===== src/scd_pkg.sv =====
// Package for the serial code descrambler: constants, register indexes, lookups.
`default_nettype none

package scd_pkg;

    localparam int ROUNDS     = 26;
    localparam int NUM_CHARS  = 8;
    localparam int CHAR_W     = 8;
    localparam int NIB_W      = 4;
    localparam int WORD_W     = 32;
    localparam int REG_IDX_W  = 2;

    localparam logic [CHAR_W-1:0] CHAR_FIRST = 8'd65;
    localparam logic [CHAR_W-1:0] CHAR_LAST  = 8'd80;

    localparam logic [REG_IDX_W-1:0] REG_PRODUCT_INDEX  = 2'd0;
    localparam logic [REG_IDX_W-1:0] REG_INITIAL_STATE  = 2'd1;
    localparam logic [REG_IDX_W-1:0] REG_XOR_KEY_FIRST  = 2'd2;
    localparam logic [REG_IDX_W-1:0] REG_XOR_KEY_SECOND = 2'd3;

    typedef logic [NIB_W-1:0]  nibble_t;
    typedef logic [WORD_W-1:0] word_t;

    function automatic nibble_t sbox_one(input nibble_t n);
        nibble_t r;
        case (n)
            4'd0:    r = 4'd9;
            4'd1:    r = 4'd3;
            4'd2:    r = 4'd8;
            4'd3:    r = 4'd14;
            4'd4:    r = 4'd11;
            4'd5:    r = 4'd7;
            4'd6:    r = 4'd0;
            4'd7:    r = 4'd12;
            4'd8:    r = 4'd15;
            4'd9:    r = 4'd2;
            4'd10:   r = 4'd13;
            4'd11:   r = 4'd4;
            4'd12:   r = 4'd1;
            4'd13:   r = 4'd6;
            4'd14:   r = 4'd5;
            default: r = 4'd10;
        endcase
        return r;
    endfunction

    function automatic nibble_t sbox_two_inv(input nibble_t n);
        nibble_t r;
        case (n)
            4'd0:    r = 4'd2;
            4'd1:    r = 4'd7;
            4'd2:    r = 4'd10;
            4'd3:    r = 4'd6;
            4'd4:    r = 4'd12;
            4'd5:    r = 4'd9;
            4'd6:    r = 4'd14;
            4'd7:    r = 4'd1;
            4'd8:    r = 4'd3;
            4'd9:    r = 4'd13;
            4'd10:   r = 4'd5;
            4'd11:   r = 4'd15;
            4'd12:   r = 4'd0;
            4'd13:   r = 4'd11;
            4'd14:   r = 4'd8;
            default: r = 4'd4;
        endcase
        return r;
    endfunction

    // rotate right by 7, then reverse all bits: out[i] = in[(38 - i) mod 32]
    function automatic word_t rot_rev(input word_t v);
        word_t r;
        logic [4:0] src;
        for (int i = 0; i < WORD_W; i++) begin
            src  = 5'(38 - i);
            r[i] = v[src];
        end
        return r;
    endfunction

endpackage

`default_nettype wire


===== src/serial_code_descrambler_top.sv =====
// Top level of the serial code descrambler: input register, decode, result register.
//
//  channel | direction | handshake          | payload
//  --------+-----------+--------------------+-------------------------------------------
//  s_*     | in        | s_tvalid/s_tready  | s_tdata: code_char_0 .. code_char_7
//  m_*     | out       | m_tvalid/m_tready  | m_tdata: serial_value, m_tuser: code_invalid
//  wr_*    | in        | wr_en              | wr_index, wr_data
//
//  Requests pass the input and result registers, one per cycle unless stalled.
//  The permutation of a round is an involution, so all rounds fold into one
//  permutation and one key word of the same depth as a single round.
//  Reset clears the valid flags and the registers to zero.
//  A stalled result holds in the output register; the input register keeps
//  taking requests until both stages are full.
`default_nettype none

module serial_code_descrambler_top #(
    parameter int ROUNDS = scd_pkg::ROUNDS
) (
    input  wire logic                                      clk,
    input  wire logic                                      rst_n,
    input  wire logic                                      s_tvalid,
    output logic                                           s_tready,
    // code_char_0 [7:0], code_char_1 [15:8], ... code_char_7 [63:56]
    input  wire logic [scd_pkg::NUM_CHARS*scd_pkg::CHAR_W-1:0] s_tdata,
    output logic                                           m_tvalid,
    input  wire logic                                      m_tready,
    // serial_value [31:0]
    output logic [scd_pkg::WORD_W-1:0]                     m_tdata,
    // code_invalid [0]
    output logic                                           m_tuser,
    input  wire logic                                      wr_en,
    input  wire logic [scd_pkg::REG_IDX_W-1:0]             wr_index,
    input  wire logic [scd_pkg::WORD_W-1:0]                wr_data
);
    import scd_pkg::*;

    localparam bit ODD_ROUNDS = (ROUNDS % 2) == 1;
    localparam bit K_ODD      = (((ROUNDS + 1) / 2) % 2) == 1;
    localparam bit PK_ODD     = ((ROUNDS / 2) % 2) == 1;

    word_t product_index_reg;
    word_t initial_state_reg;
    word_t xor_key_first_reg;
    word_t xor_key_second_reg;

    logic                            in_valid_reg;
    logic [NUM_CHARS*CHAR_W-1:0]     chars_reg;
    logic                            out_valid_reg;
    word_t                           serial_reg;
    logic                            invalid_reg;

    logic    out_free;
    logic    advance;
    logic    bad;
    nibble_t raw [NUM_CHARS];
    nibble_t prev;
    word_t   packed_word;
    word_t   round_key;
    word_t   total_key;
    word_t   serial_next;
    nibble_t seed_prod;

    assign out_free = !out_valid_reg || m_tready;
    assign advance  = in_valid_reg && out_free;
    assign s_tready = !in_valid_reg || out_free;
    assign m_tvalid = out_valid_reg;
    assign m_tdata  = serial_reg;
    assign m_tuser  = invalid_reg;

    always_ff @(posedge clk or negedge rst_n)
    begin
        if (!rst_n)
        begin
            product_index_reg  <= '0;
            initial_state_reg  <= '0;
            xor_key_first_reg  <= '0;
            xor_key_second_reg <= '0;
        end
        else if (wr_en)
        begin
            case (wr_index)
                REG_PRODUCT_INDEX:  product_index_reg  <= wr_data;
                REG_INITIAL_STATE:  initial_state_reg  <= wr_data;
                REG_XOR_KEY_FIRST:  xor_key_first_reg  <= wr_data;
                REG_XOR_KEY_SECOND: xor_key_second_reg <= wr_data;
                default:            ;
            endcase
        end
    end

    always_comb
    begin
        logic [CHAR_W-1:0] c;
        logic [CHAR_W-1:0] diff;
        bad         = 1'b0;
        seed_prod   = initial_state_reg[NIB_W-1:0] * product_index_reg[NIB_W-1:0];
        prev        = seed_prod;
        packed_word = '0;
        for (int i = 0; i < NUM_CHARS; i++)
        begin
            c    = chars_reg[i*CHAR_W +: CHAR_W];
            diff = c - CHAR_FIRST;
            if (c < CHAR_FIRST || c > CHAR_LAST)
            begin
                bad = 1'b1;
            end
            raw[i] = diff[NIB_W-1:0];
        end
        for (int i = 0; i < NUM_CHARS; i++)
        begin
            if (i == 0)
            begin
                packed_word[i*NIB_W +: NIB_W] = sbox_two_inv(raw[i] ^ sbox_one(prev));
            end
            else
            begin
                packed_word[i*NIB_W +: NIB_W] = sbox_two_inv(raw[i] ^ sbox_one(raw[i-1]));
            end
        end
        round_key = rot_rev(xor_key_second_reg) ^ xor_key_first_reg;
        total_key = (K_ODD ? round_key : '0) ^ (PK_ODD ? rot_rev(round_key) : '0);
        serial_next = (ODD_ROUNDS ? rot_rev(packed_word) : packed_word) ^ total_key;
    end

    always_ff @(posedge clk or negedge rst_n)
    begin
        if (!rst_n)
        begin
            in_valid_reg  <= 1'b0;
            out_valid_reg <= 1'b0;
            chars_reg     <= '0;
            serial_reg    <= '0;
            invalid_reg   <= 1'b0;
        end
        else
        begin
            if (s_tready)
            begin
                in_valid_reg <= s_tvalid;
                chars_reg    <= s_tdata;
            end
            if (out_free)
            begin
                out_valid_reg <= in_valid_reg;
                serial_reg    <= bad ? '0 : serial_next;
                invalid_reg   <= bad;
            end
        end
    end

`ifndef SYNTHESIS
    a_invalid_zero: assert property (@(posedge clk) disable iff (!rst_n)
        (m_tvalid && m_tuser) |-> (m_tdata == '0))
        else $error("invalid code with nonzero serial");

    a_advance_out: assert property (@(posedge clk) disable iff (!rst_n)
        advance |=> m_tvalid)
        else $error("advanced request did not reach output");

    a_ready_empty: assert property (@(posedge clk) disable iff (!rst_n)
        !m_tvalid |-> s_tready)
        else $error("input stalled with empty output");
`endif

endmodule

`default_nettype wire


===== config.mk =====
export PLATFORM = sky130hd
export DESIGN_NAME = serial_code_descrambler_top
export DESIGN_NICKNAME = d
export VERILOG_FILES = /design/src/scd_pkg.sv /design/src/serial_code_descrambler_top.sv
export SDC_FILE = /design/constraint.sdc
export NUM_CORES = 1
export LEC_CHECK = 0
export BUFFER_PORTS_ARGS = -buffer_cell sky130_fd_sc_hd__buf_2
export CAP_MARGIN = 10
export CORE_ASPECT_RATIO = 1.1
export CORE_UTILIZATION = 52
export CTS_BUF_LIST = sky130_fd_sc_hd__clkbuf_4 sky130_fd_sc_hd__clkbuf_8
export DETAILED_ROUTE_END_ITERATION = 7
export HOLD_SLACK_MARGIN = 0.03
export PLACE_DENSITY_LB_ADDON = 0.05
export SLEW_MARGIN = 25
export SYNTH_ARGS = -nofsm -noshare
export SYNTH_HDL_FRONTEND = slang
export SYNTH_SLANG_ARGS = --single-unit

===== constraint.sdc =====
create_clock -name clk -period 8.4 [get_ports clk]
set_input_delay 0.42 -clock clk [delete_from_list [all_inputs] [get_ports clk]]
set_output_delay 0.42 -clock clk [all_outputs]
set_load 0.005 [all_outputs]

; ---- Yosys cells after proc, flatten, opt, wreduce, memory -nomap -nowiden
; Memories as Yosys holds them, arrays and structs flattened.
; Index checks and enable logic that the tools add are counted.
[classes]
n_addsub = 8
n_mul = 1
order_cmp = 16
n_eq_ne = 3
mux = 9
bitwise_logic = 11
reduce_logical = 17
[ops]
columns = cell, n
row1 = 32-bit bitwise XOR, 3
row2 = "8-bit by 7-bit > comparator with 1-bit output, second input constant", 8
row3 = "8-bit by 7-bit < comparator with 1-bit output, second input constant", 8
row4 = 32-bit two-way mux, 1
row5 = "4-bit by 1-bit subtractor with 4-bit output, second input constant", 8
row6 = 4-bit bitwise XOR, 8
row7 = 1-bit logical OR, 10
row8 = 1-bit two-way mux, 8
row9 = 2-bit AND reduction, 4
row10 = "2-bit == test, second input constant", 2
row11 = 4-bit by 4-bit multiplier with 4-bit output, 1
row12 = "2-bit by 1-bit == test with 1-bit output, second input constant", 1
row13 = 1-bit zero test, 2
row14 = 2-bit zero test, 1
[word_totals]
reg_bits = 171
romBits = 1024
inputBits = 103
output_inout_bits = 35
elab_cells = 90
n_memories = 16
[mem_list]
columns = name, depth, word_bits, rd, rd_ports_with_merged_regs, write_ports, line_no
row1 = (no name shown), 16, 4, 1, 0, 0, scd_pkg.sv:26  ; case (n)
row2 = (no name shown), 16, 4, 1, 0, 0, scd_pkg.sv:49  ; case (n)
row3 = (no name shown), 16, 4, 1, 0, 0, scd_pkg.sv:26
row4 = (no name shown), 16, 4, 1, 0, 0, scd_pkg.sv:49
row5 = (no name shown), 16, 4, 1, 0, 0, scd_pkg.sv:26
row6 = (no name shown), 16, 4, 1, 0, 0, scd_pkg.sv:49
row7 = 10 more memories, n/a, n/a, n/a, n/a, n/a, n/a

; ---- Logic depth before layout (Yosys ltp)
; Gate-level depths: netlist of the first run.
[depth]
depth_word = 11
depth_mapped = 15
ltp_nobuf = 15

; ---- Least setup slack after synthesis of the first run
; Ideal clock, no wire load.
[synth_timing]
path_type = register to register
start = register initial_state_reg[0]
end = register serial_reg[1], in the netlist m_tdata[1]
setup_ns = 0.122
t_arrival_ns = 3.353
required_ns = 8.278
setup_slack_ns = 4.925
stages_incl_launch_ff = 14
n_path_buf = 0
synth_period_minus_slack_ns = 3.475
cell_sequence = dfrtp_1 > and2_1 > ha_1 > ha_1 > ha_1 > xnor2_1 > xnor2_1 > xnor2_2 > mux4_2 > xnor2_4 > a21bo_1 > a21oi_1 > mux2i_1 > nand2_1
[synth_via]
elab_chain_cells = 6
[synth_rtl]
columns = item, line_no
row1 = start: declaration, serial_code_descrambler_top.sv:43  ; word_t initial_state_reg;
row2 = start signal: assignment, serial_code_descrambler_top.sv:84  ; REG_INITIAL_STATE: initial_state_reg <= wr_data;
row3 = 4-bit by 4-bit multiplier with 4-bit output, serial_code_descrambler_top.sv:97  ; seed_prod = initial_state_reg[NIB_W-1:0] * product_index_reg[NIB_W-1:0];
row4 = memory 16 x 4 bit, n/a
row5 = 4-bit bitwise XOR, serial_code_descrambler_top.sv:114  ; packed_word[i*NIB_W +: NIB_W] = sbox_two_inv(raw[i] ^ sbox_one(prev));
row6 = memory 16 x 4 bit, n/a
row7 = 32-bit bitwise XOR, serial_code_descrambler_top.sv:123  ; serial_next = (ODD_ROUNDS ? rot_rev(packed_word) : packed_word) ^ total_key;
row8 = 32-bit two-way mux, serial_code_descrambler_top.sv:146  ; serial_reg <= bad ? '0 : serial_next;
row9 = end signal: assignment, serial_code_descrambler_top.sv:146
row10 = end: declaration, serial_code_descrambler_top.sv:50  ; word_t serial_reg;
; Every way passes these cells.
; A chain may end at the register's enable or synchronous reset.

; ---- Final worst setup path of the first run
; Same ends and word-level chain as after synthesis.

==> results of run 1 <==
-- power by group through the flow --
stage	Combinational [mW]	Clock [mW]	Sequential [mW]
finish	1.56	0.591	0.978
global route	1.73	0.643	0.992
CTS	1.59	0.610	0.979
detailed placement	1.58	0	0.995
global placement	1.56	0	0.991
floorplan	1.32	0	0.967
-- what timing repair did --
item                       4_1_cts  5_1_grt
hold endpoints to repair        20        0
buffers inserted                 0        0
setup endpoints to repair        0        0
hold buffers                     1        0
-- area by class of cell --
class                      count  share of cell area [%]
multi-input combinational    712                    50.2
tap                          247                    2.66
clock inverter                14                    1.36
clock buffer                  18                    2.08
sequential                   167                    35.9
timing repair buffer         143                    6.41
inverter                      42                    1.36
-- metrics by stage --
| step | instances | total power, mW | hold slack (ns) |
|---|---|---|---|
| final | 1343 | 3.13 | 0.140 |
| after global routing | 1343 | 3.37 | 0.118 |
| after CTS | 1343 | 3.17 | 0.115 |
| after detailed placement | 1310 | 2.57 | 0.469 |
| after global placement | 1310 | 2.55 | 0.457 |
| after floorplan | 952 | 2.29 | 0.124 |
-- worst min path at each step --
stage                                        from                       end  slack, ns  cells after the start
after floorplan                             rst_n  chars_reg[0]$_DFFE_PN0P_       0.12                      0
after global placement    m_tdata[19]$_DFFE_PN0P_   m_tdata[19]$_DFFE_PN0P_       0.46                      2
after detailed placement  m_tdata[19]$_DFFE_PN0P_   m_tdata[19]$_DFFE_PN0P_       0.47                      2
after CTS                                s_tvalid  in_valid_reg$_DFFE_PN0P_       0.11                      2
after global routing                     s_tvalid  in_valid_reg$_DFFE_PN0P_       0.12                      2
final                                    s_tvalid  in_valid_reg$_DFFE_PN0P_       0.14                      2
-- per-layer routing --
layer	wire length [um]	GRT usage (%)
met4	342	6.22
met3	598	3.59
met1	9220	27.1
met2	10500	38.0
met5	0	0
-- critical path: stages (launching register included) --
cell	delay, ns
dfrtp_1	0.43
and2_1	0.16
ha_1	0.29
ha_1	0.30
ha_1	0.21
xnor2_1	0.14
xnor2_1	0.30
xnor2_2	0.20
mux4_2	0.61
xnor2_4	0.27
a21bo_1	0.24
a21oi_1	0.17
mux2i_1	0.19
nand2_1	0.06
-- cells in the final DEF (no fill, tap or decap), drive strengths merged, types with 4 or more instances in the layout --
| cell | synthesis | final |
|---|---|---|
| o32a | 4 | 4 |
| buf | 7 | 142 |
| a211oi | 9 | 9 |
| a22oi | 6 | 6 |
| nor4b | 6 | 6 |
| xor2 | 25 | 25 |
| xnor2 | 119 | 119 |
| nand3 | 10 | 10 |
| nor2b | 8 | 8 |
| mux2 | 120 | 120 |
| o211ai | 6 | 6 |
| mux2i | 26 | 26 |
| nand2 | 96 | 96 |
| nor2 | 38 | 38 |
| clkbuf | 24 | 18 |
| nand2b | 6 | 6 |
| a21oi | 28 | 28 |
| clkinv | 0 | 4 |
| nor3b | 8 | 8 |
| o21ai | 75 | 75 |
| dfrtp | 167 | 167 |
| and2 | 8 | 8 |
| a21boi | 6 | 6 |
| inv | 42 | 50 |
| o22ai | 4 | 4 |
| nor3 | 7 | 7 |
| ha | 57 | 57 |
-- cells in the mapped netlist (3+ instances only) --
| cell type | instances | share of area [%] |
|---|---|---|
| nor2_1 | 38 | 1.4 |
| a211oi_1 | 6 | 0.44 |
| inv_1 | 42 | 1.5 |
| a31oi_1 | 3 | 0.18 |
| nand3b_1 | 3 | 0.22 |
| xnor2_2 | 15 | 2.4 |
| xor2_1 | 23 | 2.0 |
| mux2_1 | 3 | 0.33 |
| a211oi_2 | 3 | 0.36 |
| nor4b_1 | 6 | 0.51 |
| a22oi_1 | 6 | 0.44 |
| mux2_2 | 116 | 13 |
| mux2i_1 | 25 | 2.4 |
| a221oi_2 | 3 | 0.44 |
| o21ai_0 | 37 | 1.8 |
| nand3_1 | 10 | 0.49 |
| and2_1 | 8 | 0.49 |
| nor3b_1 | 8 | 0.58 |
| clkbuf_1 | 24 | 0.87 |
| o22ai_1 | 4 | 0.24 |
| nand2b_1 | 6 | 0.36 |
| o211ai_1 | 6 | 0.44 |
| dfrtp_1 | 167 | 41 |
| xnor2_1 | 102 | 8.7 |
| a21oi_1 | 27 | 1.3 |
| nor2b_1 | 8 | 0.49 |
| a21boi_0 | 5 | 0.36 |
| o21ai_1 | 36 | 1.7 |
| buf_2 | 6 | 0.29 |
| nand2_1 | 96 | 3.5 |
| ha_1 | 57 | 6.9 |
| o32a_1 | 4 | 0.39 |
| nor3_2 | 4 | 0.39 |
-- cell families after synthesis --
family / after synthesis
and+or+nand+nor: 202
DFF: 167
AOI/OAI and AO/OA: 160
muxes: 148
xor gates and xnor gates: 145
buffers and inverters: 73
adders and majority gates: 57
==> run summary, run 1 <==
Seq/Total Area, Yosys: 40.6%
Mux cell area share after synthesis: 16.2%
Initial antenna violation count: 0
Core Util, Final: 60.5%
Num Clock Sinks: 167
Largest buffer count on any clock path: 2
Worst vdd ir: 0.000209 V
CTS resizes: 0
Worst r2r dst: m_tdata[1]$_DFFE_PN0P_
Area of the multi-input gates: 5840 sq um
Critical Path AT: 4.05 ns
Final Wtd Congestion: 0.797
Root buffer cell: clkbuf_8
Setup crit end: m_tdata[1]$_DFFE_PN0P_
Synth Area in Simple Gates: 9.56%
Crit path from: initial_state_reg[0]$_DFFE_PN0P_
Setup tns final: 0 ns
Die H: 150 um
Final Max Tran Viols: 0
CP max FO: 9
Post-synth EDFFs: 0
Setup ws final: 4.71 ns
Area grow syn2layout: 12.9%
Cells on worst reg2reg path: 13
Post-synthesis cell area: 10300 sq um
Largest net degree at the start of global routing: 87
Share of cells above drive strength 1: 30.3%
Syn avg cell area: 10.8 sq um
Final Hold Viols: 0
Global-route wire length before repair: 34.2 mm
Synthesized flop and latch total: 167
Row count: 53
Post-synthesis compound-gate area fraction: 9.91%
Setup CP Type: reg -> reg
Die area: 20400 sq um
Count of final setup violators: 0
Most used flip-flop cell after synthesis: dfrtp_1
R2R setup slack: 4.71 ns
Clock Pin Slew Worst Setup and Hold Paths: 0.10 ns
CP Launch Type: flip-flop
Vias in the first global route: 7002
Total gr overflow: 0
Total wire length: 20.7 mm
Clock network fraction of total power: 18.9%
Internal: 1.91 mW
Die Width: 136 um
Detail Placement HPWL: 15.2 mm
Ant diodes: 0
Total Routing Usage GR: 21.6%
Final min period: 3.69 ns
Synth Warn #: 0
Post-synth cell types: 66
Status: complete, no violations
FFs w/ async S/R, synth: 100%
Total of max-cap violations: 0
Post-Synth Adder-Cell Area: 6.92%
Crit share post-route: 43.9%
Sequential cell area: 4180 sq um
IO Pins: 138
Syn Inst Count: 952
Nets: 1243
Initial DRC Count: 221
Detailed Routing Iterations Pass 1: 6
Peak Freq: 271 MHz
Initial Util: 53.6%
Detail-routed via count per cell: 5.27
Comb pwr share: 49.9%
Max FFs per register: 64
CP endpoint kind: flip-flop
Relative slew slack: 41.6%
RR Startpoint: initial_state_reg[0]$_DFFE_PN0P_
CTS H-tree depth: 4
Worst skew pair latency: 0.48 ns
CP Data Required Time: 8.76 ns
PwrDens: 269 nW/um^2
CTS tree: yes
Remaining antenna violation count: 0
Placed cell area: 11200 sq um
Leakage: 5.29 nW
Place WS: 4.72 ns
Core Region: 19200 sq um
Sw frac: 39.2%
Clock Skew: 0.0158 ns
Fin area: 11600 sq um
RSZ-0062 raised after global routing: no
Min-Delay Path Class: in -> reg
Reg power frac: 31.2%
Via count: 7079
Worst Tran Pin Value: 0.873 ns
CTS Buf Count: 17
DRC errors left: 0
Net Switching: 1.23 mW
XOR/XNOR share of the synthesized area: 14.1%
PortBufs: 136
Routed WL per cell: 15.4 um
Filler cells: 1661
Syn nets: 1112
Main combinational cell family by area after synthesis: multiplexers
(Power assumes the default switching activity.)
==> run 2: changes to the inputs <==
- clock period: 8.4 -> 3.55 ns (I/O delays scaled with it)
==> run summary, run 2 (same netlist as run 1, synthesis figures left out) <==
Status: complete, no violations (unchanged)
Clock network fraction of total power: 18.4% (was 18.9%)
CP endpoint kind: flip-flop (unchanged)
Peak Freq: 294 MHz (was 271 MHz)
Hold slack final: 0.147 ns (was 0.140 ns)
Initial antenna violation count: 0 (unchanged)
Largest buffer count on any clock path: 2 (unchanged)
Placed cell area: 11400 sq um (was 11200 sq um)
CP Launch Type: flip-flop (unchanged)
Count of final setup violators: 0 (unchanged)
DRC errors left: 0 (unchanged)
Worst Tran Pin Value: 0.753 ns (was 0.873 ns)
Non-filler cells in the finished layout: 1460 (was 1343)
Filler cells: 1599 (was 1661)
Internal: 4.82 mW (was 1.91 mW)
PortBufs: 136 (unchanged)
Placed cell count: 1326 (was 1310)
Detail-routed via count per cell: 5.15 (was 5.27)
PwrDens: 611 nW/um^2 (was 269 nW/um^2)
CP Data Required Time: 3.91 ns (was 8.76 ns)
Setup tns final: 0 ns (unchanged)
Die Width: 136 um (unchanged)
Worst r2r dst: m_tdata[1]$_DFFE_PN0P_ (unchanged)
Nets: 1360 (was 1243)
Root buffer cell: clkbuf_8 (unchanged)
Area of the multi-input gates: 5910 sq um (was 5840 sq um)
Beginning of the worst hold path: wr_index[1] (was s_tvalid)
Via count: 7523 (was 7079)
RR Startpoint: initial_state_reg[1]$_DFFE_PN0P_ (was initial_state_reg[0]$_DFFE_PN0P_)
Vias in the first global route: 7410 (was 7002)
Total gr overflow: 0 (unchanged)
Setup CP Type: reg -> reg (unchanged)
Global-route wire length before repair: 36.1 mm (was 34.2 mm)
Cells on worst reg2reg path: 14 (was 13)
Final Wtd Congestion: 0.817 (was 0.797)
IO Pins: 138 (unchanged)
Share of cells above drive strength 1: 29.8% (was 30.3%)
Final Max Tran Viols: 0 (unchanged)
Critical Path AT: 3.76 ns (was 4.05 ns)
Crit share post-route: 95.7% (was 43.9%)
Worst Hold End: xor_key_second_reg[6]$_DFFE_PN0P_ (was in_valid_reg$_DFFE_PN0P_)
Worst skew pair latency: 0.46 ns (was 0.48 ns)
Detail Placement HPWL: 15.6 mm (was 15.2 mm)
Routed WL per cell: 15.0 um (was 15.4 um)
CTS H-tree depth: 4 (unchanged)
Num Clock Sinks: 167 (unchanged)
Total wire length: 22.0 mm (was 20.7 mm)
Fin area: 12900 sq um (was 11600 sq um)
Hold Path Cell Cnt: 3 (was 2)
Die area: 20400 sq um (unchanged)
Min-Delay Path Class: in -> reg (unchanged)
Final min period: 3.40 ns (was 3.69 ns)
Core Region: 19200 sq um (unchanged)
Total of max-cap violations: 0 (unchanged)
Commonest non-fill, non-tap cell in the layout: dfrtp_1 (unchanged)
Leakage: 5.82 nW (was 5.29 nW)
Initial DRC Count: 254 (was 221)
Core Util, Final: 66.9% (was 60.5%)
R2R setup slack: 0.15 ns (was 4.71 ns)
Reg power frac: 29.4% (was 31.2%)
Net Switching: 3.05 mW (was 1.23 mW)
Die H: 150 um (unchanged)
Clock Skew: 0.0177 ns (was 0.0158 ns)
Row count: 53 (unchanged)
Final Hold Viols: 0 (unchanged)
Initial Util: 53.6% (unchanged)
Sw frac: 38.7% (was 39.2%)
Sequential cell area: 4180 sq um (unchanged)
Detailed Routing Iterations Pass 1: 6 (unchanged)
Total Routing Usage GR: 22.7% (was 21.6%)
Largest net degree at the start of global routing: 76 (was 87)
Ant diodes: 0 (unchanged)
Comb pwr share: 52.2% (was 49.9%)
Clock Pin Slew Worst Setup and Hold Paths: 0.11 ns (was 0.10 ns)
CTS Buf Count: 17 (unchanged)
Max FFs per register: 64 (unchanged)
Area grow syn2layout: 25.0% (was 12.9%)
CTS tree: yes (unchanged)
RSZ-0062 raised after global routing: no (unchanged)
Relative slew slack: 49.4% (was 41.6%)
Worst vdd ir: 0.000683 V (was 0.000209 V)
Remaining antenna violation count: 0 (unchanged)
Most frequent cells in the layout: dfrtp_1, buf_2, mux2_2, xnor2_1, dlygate4sd3_1 (was dfrtp_1, buf_2, mux2_2, xnor2_1, nand2_1)
CP max FO: 7 (was 9)
-- run 2: cell types whose count changed in the layout (fill, tap and decap cells not counted), sizes merged --
cell,delta
dlygate4sd3,+96
buf,+21
clkinvlp,-1
clkinv,+1
-- run 2: critical path, cell delays in order (launching register included) --
cell	delay (ns)
dfrtp_1	0.39
and2_4	0.17
ha_4	0.23
ha_1	0.27
ha_2	0.19
xnor2_2	0.13
xnor2_1	0.13
buf_4	0.16
xnor2_4	0.18
mux4_2	0.59
xnor2_4	0.24
a21bo_1	0.24
a21oi_2	0.13
mux2i_1	0.19
nand2_1	0.06
-- run 2: timing repair --
item                                   4_1_cts  5_1_grt
buffers inserted                             2        3
pin swaps                                    3        8
hold buffers                                97        0
endpoints found under the hold margin      206        0
gates resized for setup                      4        7
setup endpoints to repair                    2        4
-- run 2: final cells by class --
class / instances / share of cell area [%]
Clock buffer: 18 / 1.92
Timing Repair Buffer: 260 / 14.6
Inverter: 42 / 1.22
Tap cell: 247 / 2.40
Multi-Input combinational cell: 712 / 45.9
Clock inverter: 14 / 1.39
Sequential cell: 167 / 32.5
-- run 2: worst max path at each step --
stage / slack [ns] / depth (start not counted) / startpoint / endpoint
floorplan: 0.08 / 13 / initial_state_reg[0]$_DFFE_PN0P_ / m_tdata[1]$_DFFE_PN0P_
global placement: 0.02 / 13 / product_index_reg[2]$_DFFE_PN0P_ / m_tdata[1]$_DFFE_PN0P_
detailed placement: -0.03 / 13 / product_index_reg[2]$_DFFE_PN0P_ / m_tdata[1]$_DFFE_PN0P_
CTS: 0.00002 / 14 / product_index_reg[2]$_DFFE_PN0P_ / m_tdata[1]$_DFFE_PN0P_
global route: 0.03 / 14 / initial_state_reg[1]$_DFFE_PN0P_ / m_tdata[1]$_DFFE_PN0P_
finish: 0.15 / 14 / initial_state_reg[1]$_DFFE_PN0P_ / m_tdata[1]$_DFFE_PN0P_
-- run 2: power groups by stage --
stage               sequential, mW  combinational, mW  clock [mW]
floorplan                     2.29               3.12           0
global placement              2.34               3.80           0
detailed placement            2.35               3.86           0
CTS                           2.31               4.02        1.49
global route                  2.35               4.54        1.57
finish                        2.31               4.11        1.44
-- run 2: per-layer routing --
metal,part of all wire [%],global-route usage [%],routed length [um]
met1,45,28.3,9950
met2,52,40.8,11400
met3,1.9,3.66,407
met4,0.85,5.44,187
met5,0,0,0
-- run 2: metrics by stage --
stage	setup WS (ns)	total power [mW]
after floorplan	0.0751	5.41
after global placement	0.0220	6.14
after detailed placement	-0.0295	6.22
after CTS	0.0000209	7.82
after global routing	0.0263	8.45
final	0.154	7.87
==> run 3: changes to the inputs <==
- REMOVE_ABC_BUFFERS: default -> 1
==> run summary, run 3 (same netlist as run 1, synthesis figures left out) <==
Relative slew slack: 40.2% (was 49.4%)
Nets: 1356 (was 1360)
Vias in the first global route: 7534 (was 7410)
Met1 Usage GRT: 27.8% (was 28.3%)
Count of final setup violators: 3 (was 0)
Reg power frac: 29.4% (about the same)
Setup ws final: -0.00909 ns (was 0.154 ns)
Final Hold Viols: 0 (unchanged)
Placed cell area: 11300 sq um (was 11400 sq um)
CTS Buf Count: 17 (unchanged)
Ant diodes: 0 (unchanged)
Crit-path slowest cell: mux4_2 (unchanged)
CTS tree: yes (unchanged)
Initial Util: 53.6% (unchanged)
Area grow syn2layout: 24.6% (was 25.0%)
Grt met2 use: 39.8% (was 40.8%)
Die H: 150 um (unchanged)
Die area: 20400 sq um (unchanged)
Area of the multi-input gates: 5920 sq um (was 5910 sq um)
Detail Placement HPWL: 15.2 mm (was 15.6 mm)
Non-filler cells in the finished layout: 1456 (was 1460)
RSZ-0062 raised after global routing: yes (was no)
Status: finished with violations (was complete, no violations)
CP Data Required Time: 3.91 ns (about the same)
Total of max-cap violations: 0 (unchanged)
Met3 Use GR: 3.15% (was 3.66%)
Total wire length: 21.8 mm (was 22.0 mm)
Worst skew pair latency: 0.47 ns (was 0.46 ns)
CP endpoint kind: flip-flop (unchanged)
Clock Pin Slew Worst Setup and Hold Paths: 0.11 ns (about the same)
Net Switching: 3.01 mW (was 3.05 mW)
Worst vdd ir: 0.000502 V (was 0.000683 V)
Slowest Stage Delay on Critical Path: 0.59 ns (about the same)
Setup CP Type: reg -> reg (unchanged)
DRC errors left: 0 (unchanged)
Peak Freq: 281 MHz (was 294 MHz)
Final Wtd Congestion: 0.770 (was 0.817)
Sequential cell area: 4180 sq um (unchanged)
Hold slack final: 0.173 ns (was 0.147 ns)
Comb pwr share: 52.1% (was 52.2%)
IO Pins: 138 (unchanged)
CP max FO: 6 (was 7)
Max FFs per register: 64 (unchanged)
CP cell instances: and2_1 > ha_1 > ha_1 > ha_2 > xnor2_2 > xnor2_1 > buf_4 > xnor2_4 > mux4_2 > xnor2_4 > a21bo_1 > a21oi_2 > mux2i_1 > nand2_1 (was and2_4 > ha_4 > ha_1 > ha_2 > xnor2_2 > xnor2_1 > buf_4 > xnor2_4 > mux4_2 > xnor2_4 > a21bo_1 > a21oi_2 > mux2i_1 > nand2_1)
Internal: 4.86 mW (was 4.82 mW)
Critical Path AT: 3.91 ns (was 3.76 ns)
Share of cells above drive strength 1: 29.8% (about the same)
Detailed Routing Iterations Pass 1: 4 (was 6)
Total Routing Usage GR: 22.5% (was 22.7%)
Initial antenna violation count: 0 (unchanged)
Detail-routed via count per cell: 5.22 (was 5.15)
Routed WL per cell: 15.0 um (about the same)
PwrDens: 613 nW/um^2 (was 611 nW/um^2)
Clock network fraction of total power: 18.5% (was 18.4%)
Clock Skew: 0.0177 ns (about the same)
Num Clock Sinks: 167 (unchanged)
Worst Tran Pin Value: 0.897 ns (was 0.753 ns)
Global-route wire length before repair: 36.2 mm (was 36.1 mm)
Layer with the highest usage: met2 (unchanged)
Largest buffer count on any clock path: 2 (unchanged)
Via count: 7606 (was 7523)
Total gr overflow: 0 (unchanged)
Core Region: 19200 sq um (unchanged)
Largest net degree at the start of global routing: 84 (was 76)
Failing checks: setup timing
Die Width: 136 um (unchanged)
Final min period: 3.56 ns (was 3.40 ns)
Sw frac: 38.2% (was 38.7%)
Final Max Tran Viols: 0 (unchanged)
Root buffer cell: clkbuf_8 (unchanged)
Placed cell count: 1324 (was 1326)
Row count: 53 (unchanged)
CTS H-tree depth: 4 (unchanged)
Leakage: 5.80 nW (was 5.82 nW)
Fin area: 12800 sq um (was 12900 sq um)
Filler cells: 1572 (was 1599)
Design Power: 7.87 mW (about the same)
Min-Delay Path Class: in -> reg (unchanged)
CP Launch Type: flip-flop (unchanged)
Remaining antenna violation count: 0 (unchanged)
Initial DRC Count: 222 (was 254)
Commonest non-fill, non-tap cell in the layout: dfrtp_1 (unchanged)
Setup tns final: -0.0179 ns (was 0 ns)
PortBufs: 136 (unchanged)
Crit share post-route: 100% (was 95.7%)
Most frequent cells in the layout: dfrtp_1, buf_2, mux2_2, xnor2_1, dlygate4sd3_1 (unchanged)
==> run 3: final timing paths <==
check	from	to	slack, ns	cells past startpoint
min reg2reg	m_tdata[16]$_DFFE_PN0P_	m_tdata[16]$_DFFE_PN0P_	0.48	2
max in group asynchronous	rst_n	xor_key_second_reg[27]$_DFFE_PN0P_	2.33	3
min	wr_index[0]	product_index_reg[1]$_DFFE_PN0P_	0.17	3
min in group asynchronous	rst_n	chars_reg[34]$_DFFE_PN0P_	0.30	2
max	product_index_reg[1]$_DFFE_PN0P_	m_tdata[1]$_DFFE_PN0P_	-0.009	14
max reg2reg	product_index_reg[1]$_DFFE_PN0P_	m_tdata[1]$_DFFE_PN0P_	-0.009	14
==> run 3: power groups by stage <==
stage / Combinational, mW / Clock [mW] / Sequential [mW]
after floorplan: 3.09 / 0 / 2.30
after CTS: 3.96 / 1.50 / 2.31
after detailed placement: 3.83 / 0 / 2.35
after global placement: 3.77 / 0 / 2.34
final: 4.10 / 1.45 / 2.31
after global routing: 4.54 / 1.56 / 2.35
==> run 3: per-layer routing <==
metal | part of all wire [%] | vias up
li1 | - | 3789
met1 | 44 | 3657
met2 | 52 | 122
met3 | 2.1 | 38
met4 | 2.4 | 0
met5 | 0 | -
==> run 3: layout make-up <==
cell class / count / area share [%]
clock buffer: 19 / 1.99
clock inverter: 13 / 1.26
inverter: 42 / 1.23
multi-input combinational: 712 / 46.2
sequential: 167 / 32.6
tap: 247 / 2.41
timing repair buffer: 256 / 14.4
==> run 3: through the flow <==
stage          setup slack (ns)  util (%)
3_5_place_dp           -0.00292      59.0
6_report               -0.00909      66.7
5_1_grt                  -0.172      66.7
2_1_floorplan            -0.468         -
4_1_cts                 0.00102      66.3
3_3_place_gp             0.0441      59.0
==> run 3: critical path, delay by kind of cell, from the launching register on <==
kind	cells	cell delay, ns
AOI/OAI and AO/OA	2	0.37
xor gates and xnor gates	4	0.74
adders and majority gates	3	0.77
buffers and inverters	1	0.17
DFF	1	0.39
muxes	2	0.78
and+or+nand+nor	2	0.23
==> run 3: what timing repair did <==
| item | 4_1_cts | 5_1_grt |
|---|---|---|
| endpoints found under the setup margin | 3 | 4 |
| gates resized for setup | 1 | 12 |
| buffers inserted | 2 | 1 |
| pin swaps | 3 | 10 |
| endpoints found under the hold margin | 209 | 0 |
| hold buffers | 97 | 0 |
